[config.mk]
export PLATFORM = sky130hd
export DESIGN_NAME = smstc_ram
export DESIGN_NICKNAME = d
export VERILOG_FILES = /design/src/hdl/smstc_ram.sv
export SDC_FILE = /design/constraint.sdc
export NUM_CORES = 1
export LEC_CHECK = 0
export ABC_AREA = 1
export BUFFER_PORTS_ARGS = -buffer_cell sky130_fd_sc_hd__clkbuf_2
export CAP_MARGIN = 10
export CELL_PAD_IN_SITES_DETAIL_PLACEMENT = 1
export CELL_PAD_IN_SITES_GLOBAL_PLACEMENT = 1
export CORE_AREA = 8 8 367 369
export DETAILED_ROUTE_END_ITERATION = 6
export DIE_AREA = 0 0 375 377
export PLACE_DENSITY = 0.61
export SKIP_LAST_GASP = 1
export SLEW_MARGIN = 20
export SYNTH_ARGS = -nofsm -noshare
export SYNTH_HDL_FRONTEND = slang
export SYNTH_SLANG_ARGS = --single-unit
[constraint.sdc]
create_clock -name clk -period 3.55 [get_ports clk]
set_input_delay 0.355 -clock clk [delete_from_list [all_inputs] [get_ports clk]]
set_output_delay 0.355 -clock clk [all_outputs]
set_load 0.05 [all_outputs]
[src/hdl/smstc_ram.sv]
// Generic simple dual-port RAM with one write port and a registered read port.
module smstc_ram #(
    parameter int WIDTH = 16,
    parameter int DEPTH = 64
) (
    input  logic                                       clk,
    input  logic                                       wr_en,
    input  logic [((DEPTH > 1) ? $clog2(DEPTH) : 1)-1:0] wr_addr,
    input  logic [WIDTH-1:0]                           wr_data,
    input  logic [((DEPTH > 1) ? $clog2(DEPTH) : 1)-1:0] rd_addr,
    output logic [WIDTH-1:0]                           rd_data
);

    logic [WIDTH-1:0] mem [DEPTH];

    // Write, then read old contents on the same edge
    always_ff @(posedge clk)
    begin
        if (wr_en)
        begin
            mem[wr_addr] <= wr_data;
        end
        rd_data <= mem[rd_addr];
    end

endmodule

# Yosys cells after proc, flatten, opt, wreduce, memory -nomap -nowiden
# Memory sizes are Yosys's and may differ from the RTL's. A register that Yosys moved wholly into a read port is not among the register bits.
# Cells that the tools add are included.
# totals
regBits,0
ram_bits,1024
inputBits,30
memories,1
# memory_table
memory,words,word_bits,read_ports,rd_clocked_by_memory_dff,wr,line,source
mem,64,16,1,1,1,14,logic [WIDTH-1:0] mem [DEPTH];
# classes
muxes,2
# ops
op,count
2-to-1 mux 1 bit,2

# Longest topological paths before layout
# Gate-level depths: netlist of the first run.
# depth
word_depth,2
depth_mapped,12
mapped_depth_nobuf,9

# Least setup slack after synthesis of the first run
# No wires, ideal clock.
# synth_timing
path_type,input to register
start,input wr_en
end,memory mem[48][0] (enable)
arrival_ns,2.479
required_ns,3.119
slack_ns,0.641
stages,3
path_buffers,1
cell_sequence,clkbuf_1 -> nand4_1 -> nor4_1
# synth_via
elab_chain_len,2
# synth_lines
item,line,source
start: declaration,7,"input logic wr_en,"
2-to-1 mux 1 bit,19,if (wr_en)
2-to-1 mux 1 bit (implied by the code),21,mem[wr_addr] <= wr_data;
end: declaration,14,
# Every way passes these cells.

# Worst setup path after layout of the first run
# layout_timing
start,"register rd_data[15], read port of mem"
end,output rd_data[15]
# layout_rtl
item,line,source
start: declaration,11,output logic [WIDTH-1:0] rd_data
# No word-level cell between the ends.

==> summary.txt, run 1 <==
Floorplanning
  • IO Pins: 46
  • Die area: approximately 140,000 um2
  • Die X: 375 um
  • Starting density of the core: about 33%
  • Core outline area: approximately 130,000 um2
  • Rows: between 100 and 150
  • Die height: ~380 um

Yosys
  • Seq/Total Area, Yosys: roughly three quarters
  • Synth Instances: 3,517
  • Mapped cell area: between 40,000 and 50,000 um2
  • Share of the synthesized area in the top cell type: around 73%
  • Compound-Gate Fraction of Synth Area: 0%
  • Synth Register Bits: between 1,000 and 1,500
  • Post-synth top cells: 1,296 x nand2_1, 1,024 x edfxtp_1, 871 x nand3_1, 113 x buf_2, 56 x nor2_1
  • Netlist cell types: 16
  • Synth Area in XOR/XNOR: 0%
  • Adder and majority cell fraction of the synthesized area: 0%
  • Syn Nets: 3,547
  • Number of synthesized flops with an enable pin: 1,024
  • Post-Synth Simple-Gate Area: between 20% and 30%
  • Yosys Warn Count: 0
  • Top FF cell, synth: edfxtp_1
  • Leading area contributor after synthesis: edfxtp_1
  • Leading cell type by number of instances after synthesis: nand2_1
  • Main combinational cell family by area after synthesis: simple AND/OR/NAND/NOR gates
  • Post-synth ARST share: 0%
  • Synthesized area per cell: roughly 12 um2
  • Area contributors post-synth: edfxtp_1 73%, nand2_1 12%, nand3_1 10%, buf_2 1.3%, buf_6 1.3%
  • Mux contribution to synthesized area: 0%

Clock network
  • Cts bufs inserted: approximately 110
  • CTS tree: built
  • # hold bufs at CTS: 0
  • Root buffer cell: clkbuf_16
  • H-tree levels: 3
  • CTS-repair resized insts: 0
  • Clock Pin Slew Worst Setup and Hold Paths: 0.06 ns
  • Clk sinks: 1,040
  • Later-pin clock latency in the skew report: around 0.70 ns
  • Post-CTS setup buffer count: 0
  • Clk buf depth: 3

GRT
  • Vias in the first global route: 28,430
  • Initial antenna violation count: 15
  • GR Util All Layers: between 15 and 20%
  • Grt ovf: 0
  • Global-route wire length before repair: 190,600 um
  • Pin count of the biggest net entering global routing: approximately 110

Power
  • Tot Pwr: about 27,000 uW
  • Clk pwr share: roughly two fifths
  • Switch Pwr: 6226 uW
  • Power Internal: ~20,000 uW
  • Comb power frac: 6.6%
  • LEAKAGE: around 0.017 uW
  • Switch share: a little under a quarter
  • Peak supply drop: around 0.38 mV
  • Cell Pwr Density: approximately 550 nW/um2
  • Register share of total power: around half

Critical path
  • Crit-path leading delay family: flip-flops
  • Launching element type of the critical path: flip-flop
  • Buf/Inv on CP: 1
  • Worst stage delay on the critical path: 0.64 ns
  • Worst path slowest cell: dfxtp_1
  • CP arrival: 1.70 ns
  • Setup crit start: rd_data[15]
  • Critical Path End Type: primary output
  • Crit Path Class: flip-flop to primary output
  • Critical Path Fanout Max: 2
  • CP required: roughly 3.2 ns
  • Crit path cell chain: clkbuf_2
  • Reg2reg start: mem[6][8]

Detailed routing
  • Final WL: approximately 130,000 um
  • Via count: ~28,000
  • Post-DRT Antenna Nets: 0
  • DR WL/cell: approximately 24 um
  • Drt pass-1 iters: 5
  • # DRC: 0
  • Initial DRC Count: 2,309
  • Vias per std cell: just over 5

Timing
  • Pins Over Slew Limit: 0
  • Min cycle time layout: approximately 2.1 ns
  • Final hold violation count: 0
  • RSZ-0062 raised after global routing: no
  • Worst-Margin Slew: approximately 1.1 ns
  • Slew margin rel.: approximately 29%
  • Final worst-path cycle share: 57.88%
  • Fmax: ~0.49 GHz
  • Setup WS post-layout: 1.495 ns
  • Final TNS setup: 0 ns
  • Hold Worst Slack: roughly 0.18 ns
  • Endpoints failing setup: 0
  • Clock Skews: between 0.015 and 0.02 ns

Final layout
  • Sequential Area: between 30,000 and 40,000 um2
  • Final nets: 3,629
  • Final non-filler cell area: approximately 48,000 um2
  • FILL cells: 13,700
  • P&R area growth vs syn: 13.97%
  • Share of post-route cells with drive strength above 1: around 10%
  • Multi-input logic area: between 9000 and 10,000 um2

Placed design
  • Port bufs: 45
  • Pre-CTS WS: about 0.95 ns
  • Dpl hpwl: roughly 76,000 um
  • Placed Area: about 44,000 um2
  • GPL Wtd Cong: between 0.7 and 0.8

Status
  • Outcome: complete, no violations

Worst hold path
  • Worst min path class: primary input to flip-flop
  • Hold path startpoint: wr_data[9]

Flow run
  • Max Cap Violations: 0
## worst register-to-register path, delay by kind of cell (launching register included)
family / cells / cell delay (ns)
flops: 1 / 0.37
simple gates: 8 / 1.13
## cells in the final DEF, fill, tap and decap left out, drive strengths merged
| cell | Yosys | layout |
|---|---|---|
| nand2 | 1296 | 1296 |
| diode | 0 | 7 |
| nor4 | 8 | 8 |
| inv | 12 | 18 |
| clkinv | 0 | 46 |
| nor2 | 56 | 56 |
| edfxtp | 1024 | 1024 |
| buf | 199 | 152 |
| dfxtp | 16 | 16 |
| nand4 | 9 | 9 |
| bufinv | 0 | 5 |
| clkbuf | 26 | 190 |
| clkinvlp | 0 | 3 |
| nand3 | 871 | 871 |
## final timing paths
check                                   end  slack (ns)  depth (start not counted)
worst max register to register   rd_data[8]        1.93                          8
worst max-delay path            rd_data[15]        1.50                          1
worst min register to register  rd_data[11]        0.82                          8
worst min-delay path              mem[0][9]        0.18                          1
## area by class of cell
class	instances	area share [%]
Antenna cell	7	0.03651
Clock buffer	150	6.287
Clock inverter	60	0.9544
Inverter	12	0.1539
Multi-Input combinational cell	2240	20.07
Sequential cell	1040	64.76
Tap cell	1675	4.368
Timing Repair Buffer	192	3.372
## state kept, by name (all words and copies together), names as in the netlist
register,cells
mem,1024
rd_data,16
## metrics by stage
step           std cells  util [%]
6_report            5376     37.29
5_1_grt             5369     37.28
4_1_cts             5369     37.28
3_5_place_dp        5159     34.58
3_3_place_gp        5158     34.56
2_1_floorplan       3517         -
## metal layers
metal	track usage, %	up-vias	wire length (um)	part of all wire [%]
li1	-	12580	-	-
met2	29.40	685	61070	47
met3	3.410	201	7407	5.7
met5	0	-	21	0.016
met4	5.479	4	3781	2.9
met1	24.14	14220	57000	44
## cells by family (layout without fill, tap and decap cells)
logic type	count (synthesis)	count (layout)
buf+inv	237	414
other cells	0	7
simple gates	2240	2240
flops	1040	1040
## power by group through the flow
stage               Clock [uW]  Sequential (uW)  Combinational, uW
finish                   11100            13700               1760
global route             11800            13700               1910
CTS                      11400            13700               1780
detailed placement           0            13900               1780
global placement             0            13900               1750
floorplan                    0            14000                909
Note: power is estimated with default switching activity, not from simulation.
==> run 2, diff against run 1 <==
ABC_AREA = 0   (was 1)
CORE_AREA = 8 8 358 360   (was 8 8 367 369)
DIE_AREA = 0 0 366 368   (was 0 0 375 377)
PLACE_DENSITY = 0.58   (was 0.61)
clock period = 2 ns   (was 3.55 ns; I/O delays follow)
==> summary.txt, run 2 <==
Status
  • Outcome: complete, no violations

Clock network
  • Cts bufs inserted: between 100 and 150
  • # hold bufs at CTS: 0
  • Clk sinks: roughly 1,000
  • H-tree levels: 3
  • Root buffer cell: clkbuf_16
  • Post-CTS setup buffer count: 0
  • Clk buf depth: 3
  • Clock Pin Slew Worst Setup and Hold Paths: 0.06 ns
  • CTS tree: built
  • Later-pin clock latency in the skew report: approximately 0.67 ns

Detailed routing
  • Final WL: ~110,000 um
  • Vias per std cell: a little over 5
  • # DRC: 0
  • Post-DRT Antenna Nets: 0
  • Initial DRC Count: around 1,800
  • Drt pass-1 iters: 5
  • Via count: 19,900
  • DR WL/cell: roughly 28 um

Yosys
  • Post-synth top cells: 1,024 x edfxtp_1, 220 x mux4_2, 85 x mux2i_1, 72 x nor2_1, 59 x nand2_1
  • Post-synth ARST share: 0%
  • Yosys Warn Count: 0
  • Share of the synthesized area in the top cell type: 76.79%
  • Area contributors post-synth: edfxtp_1 77%, mux4_2 12%, mux2i_1 2.1%, dfxtp_1 0.80%, mux2_2 0.76%
  • Seq/Total Area, Yosys: between 70% and 80%
  • Synth Area in XOR/XNOR: 0%
  • Leading cell type by number of instances after synthesis: edfxtp_1
  • Synthesized area per cell: 21.89 um2
  • Main combinational cell family by area after synthesis: multiplexers
  • Mapped cell area: about 40,000 um2
  • Netlist cell types: 43
  • Syn Nets: between 1,500 and 2,000
  • Top FF cell, synth: edfxtp_1
  • Leading area contributor after synthesis: edfxtp_1
  • Synth Instances: 1,829
  • Synth Register Bits: 1,040
  • Adder and majority cell fraction of the synthesized area: 0%
  • Mux contribution to synthesized area: between 15 and 20%
  • Post-Synth Simple-Gate Area: between 2 and 3%
  • Compound-Gate Fraction of Synth Area: 2.409%
  • Number of synthesized flops with an enable pin: 1,024

Power
  • Register share of total power: a little over half
  • Cell Pwr Density: ~960 nW/um2
  • Power Internal: between 30,000 and 40,000 uW
  • Tot Pwr: between 40,000 and 50,000 uW
  • Comb power frac: 6.2%
  • Peak supply drop: between 0.6 and 0.7 mV
  • Switch share: a little over a fifth
  • Switch Pwr: 9970 uW
  • Clk pwr share: about two fifths
  • LEAKAGE: 0.01555 uW

Placed design
  • GPL Wtd Cong: ~0.8
  • Port bufs: 45
  • Dpl hpwl: 67,690 um
  • DP Cell Count: 3,694

Floorplanning
  • Starting density of the core: around a third
  • Rows: about 130
  • Die height: around 370 um
  • Die X: 366 um
  • IO Pins: 46
  • Core outline area: ~120,000 um2
  • Die area: ~130,000 um2

Timing
  • Worst-Margin Slew: 0.8784 ns
  • Hold Worst Slack: around 0.015 ns
  • Final TNS setup: 0 ns
  • Min cycle time layout: just under 2 ns
  • Fmax: roughly 0.52 GHz
  • Final hold violation count: 0
  • Pins Over Slew Limit: 0
  • Endpoints failing setup: 0
  • RSZ-0062 raised after global routing: yes
  • Clock Skews: between 0.03 and 0.04 ns
  • Final worst-path cycle share: between 90% and 100%
  • Slew margin rel.: about two fifths

Critical path
  • Worst stage delay on the critical path: roughly 0.5 ns
  • Critical Path End Type: flip-flop
  • Crit Path Class: flip-flop to flip-flop
  • Worst path slowest cell: mux4_2
  • CP required: around 2.5 ns
  • CP arrival: 2.47 ns
  • Crit path cell chain: mux4_2 -> mux2i_2 -> buf_4 -> nand3_1 -> a31oi_2 -> buf_4 -> a311oi_1
  • Critical Path Fanout Max: 1
  • Worst Reg2Reg Path Length in Cells: 7
  • Critical path's most frequent cell: buf_4
  • Launching element type of the critical path: flip-flop

Flow run
  • Max Cap Violations: 0

Final layout
  • Commonest non-fill, non-tap cell in the layout: edfxtp_1
  • Non-filler instance count after layout: just under 4,000
  • Final core utilization: between 30% and 40%
  • Commonest non-fill, non-tap cells in the layout: 1,024 x edfxtp_1, 220 x mux4_2, 187 x buf_4
  • Multi-input logic area: 8269 um2
  • Number of flip-flops in the largest register: 1,024
  • P&R area growth vs syn: 20.91%
  • Final nets: roughly 2,200
  • Largest registers: mem (1024), rd_data (16)
  • Share of post-route cells with drive strength above 1: between 30% and 40%
  • Sequential Area: 31,070 um2
  • Biggest register: mem
  • FILL cells: ~12,000

GRT
  • Initial antenna violation count: 11
  • Vias in the first global route: approximately 21,000
  • GR Util All Layers: 15.64%
  • Pin count of the biggest net entering global routing: 65
  • Grt ovf: 0
  • Global-route wire length before repair: between 150,000 and 200,000 um

Worst hold path
  • Worst min path class: primary input to flip-flop
  • WHS Path Cells: 2
-- run 2: cell count changes in the layout (fill, tap and decap cells not counted), sizes merged, moves of 16 or more --
cell,before,now
nor2b,0,30
mux2i,0,85
mux4,0,224
nand2,1296,60
nor2,56,74
inv,18,2
buf,152,290
a22oi,0,39
a221oi,0,16
nand3,871,24
mux2,0,27
a21oi,0,17
-- run 2: area by class of cell --
class | instances | share of cell area [%]
diodes | 2 | 0.01034
flip-flops and latches | 1040 | 64.17
well taps | 1637 | 4.231
repair buffers | 332 | 7.554
multi-input cells | 685 | 17.08
clock buffers | 142 | 5.884
clock inverters | 53 | 1.067
-- run 2: metal layers --
| metal | vias to the layer above | share of wire, % | GRT usage (%) |
|---|---|---|---|
| met4 | 0 | 2.9 | 4.655 |
| li1 | 8373 | - | - |
| met2 | 560 | 48 | 25.36 |
| met1 | 10800 | 43 | 21.41 |
| met3 | 170 | 6.1 | 3.052 |
| met5 | - | 0 | 0 |
-- run 2: cells by family after synthesis --
group | Yosys count
simple gates | 220
compound gates | 129
flops | 1040
mux | 336
buf+inv | 104
-- run 2: repair_timing --
action | in CTS | in global routing
endpoints found under the hold margin | 0 | 0
setup endpoints to repair | 0 | 4
gates resized for setup | 0 | 4
-- run 2: critical path, delay by kind of cell (launching register included) --
kind	cells	cell delay, ns
AO/OA/AOI/OAI	2	0.26
buffers and inverters	2	0.31
flip-flops	1	0.36
multiplexers	2	0.69
AND/OR/NAND/NOR	1	0.18
-- run 2: power groups by stage --
stage | Combinational (uW) | Sequential, uW | Clock, uW
5_1_grt | 3030 | 24200 | 20600
4_1_cts | 2910 | 24200 | 19800
2_1_floorplan | 1250 | 24800 | 0
3_5_place_dp | 2900 | 24700 | 0
3_3_place_gp | 2850 | 24700 | 0
6_report | 2860 | 24200 | 19400
-- run 2: through the flow --
stage | cell area [um2] | worst slack (ns)
after floorplan | 40050 | -0.1578
after global placement | 45020 | -0.4798
after detailed placement | 45020 | -0.5788
after CTS | 48390 | 0.03820
after global routing | 48410 | -0.02319
final | 48420 | 0.05909
-- run 2: path summary, 6_finish.rpt --
| check | slack (ns) | to | from |
|---|---|---|---|
| worst max-delay path | 0.06 | rd_data[11] | mem[26][11] |
| worst min-delay path | 0.01 | mem[30][2] | wr_data[2] |
| worst max register to register | 0.06 | rd_data[11] | mem[26][11] |
| worst min register to register | 0.88 | rd_data[10] | mem[32][10] |
